### config.mk
export PLATFORM = sky130hd
export DESIGN_NAME = nfa_ram
export DESIGN_NICKNAME = d
export VERILOG_FILES = /design/src/hdl/nfa_ram.sv
export SDC_FILE = /design/constraint.sdc
export NUM_CORES = 2
export LEC_CHECK = 0
export BUFFER_PORTS_ARGS = -buffer_cell sky130_fd_sc_hd__buf_4
export CELL_PAD_IN_SITES_DETAIL_PLACEMENT = 0
export CELL_PAD_IN_SITES_GLOBAL_PLACEMENT = 2
export CORE_ASPECT_RATIO = 2
export CORE_MARGIN = 1
export CORE_UTILIZATION = 30
export CTS_CLUSTER_DIAMETER = 150
export CTS_CLUSTER_SIZE = 24
export DETAILED_ROUTE_END_ITERATION = 7
export HOLD_SLACK_MARGIN = 0.02
export PLACE_DENSITY_LB_ADDON = 0.1
export SYNTH_ARGS = -nofsm -noshare
export SYNTH_HDL_FRONTEND = slang
export SYNTH_SLANG_ARGS = --single-unit
### constraint.sdc
create_clock -name clock -period 3.83 [get_ports clock]
set_clock_uncertainty 0.1 [all_clocks]
set_input_delay 1.149 -clock clock [delete_from_list [all_inputs] [get_ports clock]]
set_output_delay 1.149 -clock clock [all_outputs]
set_load 0.01 [all_outputs]
### src/hdl/nfa_ram.sv
// Generic single-port-write, single-port-read RAM with registered read data.
// No dependencies.
module nfa_ram #(
   parameter int WIDTH = 16,
   parameter int DEPTH = 256
) (
   input  logic                     clock,
   input  logic                     we,
   input  logic [$clog2(DEPTH)-1:0] waddr,
   input  logic [WIDTH-1:0]         wdata,
   input  logic                     re,
   input  logic [$clog2(DEPTH)-1:0] raddr,
   output logic [WIDTH-1:0]         rdata
);

   logic [WIDTH-1:0] mem_ff [DEPTH];
   logic [WIDTH-1:0] rdata_ff;

   always_ff @(posedge clock) begin
      if (we) begin
         mem_ff[waddr] <= wdata;
      end
      if (re) begin
         rdata_ff <= mem_ff[raddr];
      end
   end

   assign rdata = rdata_ff;

endmodule

Yosys cells after proc, flatten, opt, wreduce, memory -nomap -nowiden
Memories as Yosys holds them, arrays and structs flattened. A register that Yosys moved wholly into a read port is not among the register bits. Index checks and enable logic that the tools add are counted.

Register bits after elaboration: 0. Latch bits: 0. RAM bits: 4096. ROM bits: 0. Output and inout bits: 16. Logic and storage cells: 3. Memories: 1.

Add/subtract/negate cells: 0. Multiply operators: 0. Divide/modulo/power cells: 0. Order comparisons: 0. Equal/unequal tests: 0. Shifts and indexed selects: 0. Muxes and demuxes: 2. Bitwise operators: 0. Reductions and logical operators: 0.

Memory list: mem_ff (words 256, bits a word 16, rd ports 1, clocked after memory_dff 1, wr ports 1, RTL line 16) `logic [WIDTH-1:0] mem_ff [DEPTH];`.

Operators with widths (count): 1-bit two-way mux (2).

Logic depth before layout (Yosys ltp)
Depth in word-level cells: 2. Depth in mapped cells: 12. Depth with buffers taken out: 6.

Worst setup path before layout
Ideal clock, no wire load.

Kind: input to register. Start: input raddr[0]. End: register rdata_ff[4], in the netlist rdata[4], read port of mem_ff (data pin). Library setup time: 0.265 ns. Arrival: 3.133 ns. Path slack: 0.332 ns. Cell stages on the path: 8. Buffers on the path: 3. Cell sequence: buf_6 buf_6 buf_2 mux4_2 mux4_2 a22o_1 o32ai_2 nor4_2.

RTL lines: start, declared (RTL line 12) `input logic [$clog2(DEPTH)-1:0] raddr,`; end, declared (RTL line 17) `logic [WIDTH-1:0] rdata_ff;`.

==> metrics.md <==
| Metric | Value |
|---|---|
| Hold Path End | mem_ff[83][12] |
| FMAX | 257 MHz |
| Total clock buffers created by CTS | 193 |
| Synth area leaders | edfxtp_1 78%, mux4_2 11%, mux2i_1 3.6%, o221ai_1 1.4%, nor2_1 0.72% |
| Die Footprint | 533,000 sq um |
| CP Data Arrival Time | 4.41 ns |
| Worst r2r path cells | 7 |
| Tcrit/Tclk final | 102% |
| Sequential power share | 62.8% |
| Pwr/cell area | 434 nW/um^2 |
| CTS sink count | 4,112 |
| Worst slew pin tran | 1.21 ns |
| Placed cell area | 177,000 sq um |
| DR vias/cell | 5.08 |
| Min-delay src | wdata[12] |
| Flops & latches, synth | 4,112 |
| Number of synthesized flops with an enable pin | 4,112 |
| Root Driver | clkbuf_16 |
| Part of the power in the clock network | 29.8% |
| Die height | 1.03 mm |
| Register area share after synthesis | 77.7% |
| Crit. Startpoint | raddr[0] |
| Yosys top cell area share | 77.7% |
| Internal power | 60.9 mW |
| Critical path required time | 4.35 ns |
| Final Hold Fails | 0 |
| Non-Filler Instances | 15,312 |
| Final slew viol count | 0 |
| Failing checks | negative setup slack |
| Post-DRT Antenna Nets | 0 |
| Cell Rows | 377 |
| Number of global-route vias before repair | 81,733 |
| Placed insts | 15,094 |
| CP Class | in2reg |
| Layout cell share with drive strength beyond 1 | 30.3% |
| Global-route wire length before repair | 740 mm |
| Die width | 517 microns |
| Leakage power | 56.8 nW |
| Reg2reg end | rdata[5] |
| Tmin final | 3.89 ns |
| GP Congestion | 0.829 |
| Peak VDD IR | 0.326 mV |
| Vias after detailed routing | 77,826 |
| DP Worst Slack | -1.70 ns |
| Clk_lat worst skew | 0.94 ns |
| Worst setup EP type | register |
| DRC Markers | 0 |
| Final WS setup | -0.0647 ns |
| Clock Tree Buf Depth | 4 |
| Top_reg_cell synth | edfxtp_1 |
| Sw Ratio | 22.9% |
| Final nets | 8,313 |
| Cell area after layout | 182,000 sq um |
| Switching pwr | 18.1 mW |
| Port bufs | 50 |
| Final Setup Violations | 3 |
| Area Overhead vs Synth | 14.7% |
| First-iteration detailed-routing DRC count | 6,655 |
| FF-to-FF Start | mem_ff[3][5] |
| Async S/R FF share, synth | 0% |
| Synth top cells by count | 4,112 x edfxtp_1, 797 x mux4_2, 565 x mux2i_1 |
| Ys Warns | 0 |
| Final WL | 548 mm |
| Final core utilization | 34.6% |
| Avg Synthesized Cell Area | 21.6 sq um |
| Initial antenna violation count | 28 |
| Synth Instances | 7,360 |
| Hold/Removal Path Class | in2reg |
| Dominant cell type by area after synthesis | edfxtp_1 |
| Pre-antenna DRT Iters | 5 |
| Count leader, synth | edfxtp_1 |
| Slew headroom | 19.2% |
| Setup slack, reg-to-reg | 0.41 ns |
| Largest net degree at the start of global routing | 110 |
| Unique cell type count in the Yosys netlist | 51 |
| Gr usage total | 20.4% |
| Fill count | 49,167 |
| Core area | 527,000 sq um |
| Worst Path Max Fanout | 19 |
| Max cap viols | 0 |
| Initial core utilization | 30.2% |
| Routed WL per cell | 35.8 microns |
| Outcome | finished, violations left |
| Mapped Area | 159,000 sq um |
| Comb pwr share | 7.4% |
| Num ports | 51 |
| Worst hold path cell count | 1 |
| Crit start category | input pin |
| Htree depth | 4 |
| Post-CTS Hold Buffers | 0 |
| Mapped Nets | 7,395 |
| CTS tree | yes |
| Clk slew on worst S/H paths | 0.10 ns |
| GR Overflow Total | 0 |
| Fin Setup TNS | -0.105 ns |
| DP Wirelength | 372 mm |
-- state kept, by name (all words and copies together), names as in the netlist --
name	cells
rdata	16
mem_ff	4096
-- power groups by stage --
stage	sequential (mW)	clock [mW]	combinational [mW]
global placement	50.6	0	5.95
floorplan	50.6	0	2.45
CTS	49.6	24.5	6.03
detailed placement	50.6	0	6.00
global route	49.6	25.6	6.14
finish	49.6	23.6	5.87
-- timing repair --
action / in CTS / in global routing
endpoints found under the hold margin: 0 / 0
setup endpoints to repair: 15 / 13
gates resized for setup: 36 / 21
buffers inserted: 0 / 0
pin swaps: 2 / 1
-- metal layers --
layer / vias up / wire (microns) / global-route usage [%]
met5: - / 35 / 0
li1: 32742 / - / -
met2: 1404 / 309000 / 39.7
met1: 43249 / 203000 / 23.2
met4: 6 / 20700 / 6.87
met3: 425 / 14700 / 1.36
-- how the worst max path moves through the flow --
stage,slack [ns],endpoint
after floorplan,0.33,rdata[4]
after global placement,-2.09,rdata[9]
after detailed placement,-1.70,rdata[14]
after CTS,0.007,rdata[7]
after global routing,-0.002,rdata[4]
final,-0.06,rdata[5]
-- through the flow --
stage / hold WS (ns) / total power [mW]
finish: 0.536 / 79.0
detailed placement: 1.15 / 56.6
global placement: 1.15 / 56.6
CTS: 0.487 / 80.2
floorplan: 0.873 / 53.1
global route: 0.522 / 81.3
-- layout make-up --
cell class | instances | area [sq um] | area share, %
antenna | 11 | 27.5 | 0.0151
clock buffer | 195 | 4880 | 2.68
clock inverter | 12 | 170 | 0.0934
inverter | 4 | 27.5 | 0.0151
multi-input combinational | 2792 | 33500 | 18.4
sequential | 4112 | 123000 | 67.7
tap | 7011 | 8770 | 4.81
timing repair buffer | 1175 | 11400 | 6.26
-- kinds of logic (layout without fill, tap and decap cells) --
kind of cell           after synthesis  count (layout)  synth area share, %
buffers and inverters              456            1386                 1.69
AO/OA/AOI/OAI                      786             786                 3.53
flip-flops                        4112            4112                 77.7
multiplexers                      1450            1450                 15.5
other                                0              11                    0
AND/OR/NAND/NOR                    556             556                 1.57
-- cells in the final DEF (no fill, tap or decap), drive strengths merged, types with 9 or more instances in the layout --
cell and count:
a211oi 18, a21oi 175, a221oi 28, a22o 32, a22oi 43, and3 11, buf 1175, clkbuf 195
diode 11, edfxtp 4112, inv 10, mux2 88, mux2i 565, mux4 797, nand2 38, nand3 35
nand4 26, nor2 304, nor2b 9, nor3 92, nor4 18, o21ai 38, o221ai 253, o22ai 148
o31ai 16, o32ai 21
-- worst max-delay path, stage by stage --
cell	delay, ns
buf_16	0.24
buf_12	0.24
mux4_2	0.54
mux2_2	0.30
a22oi_2	0.51
buf_4	0.21
nand2_1	0.05
o32ai_1	0.91
nor4_1	0.17
(Power assumes the default switching activity.)
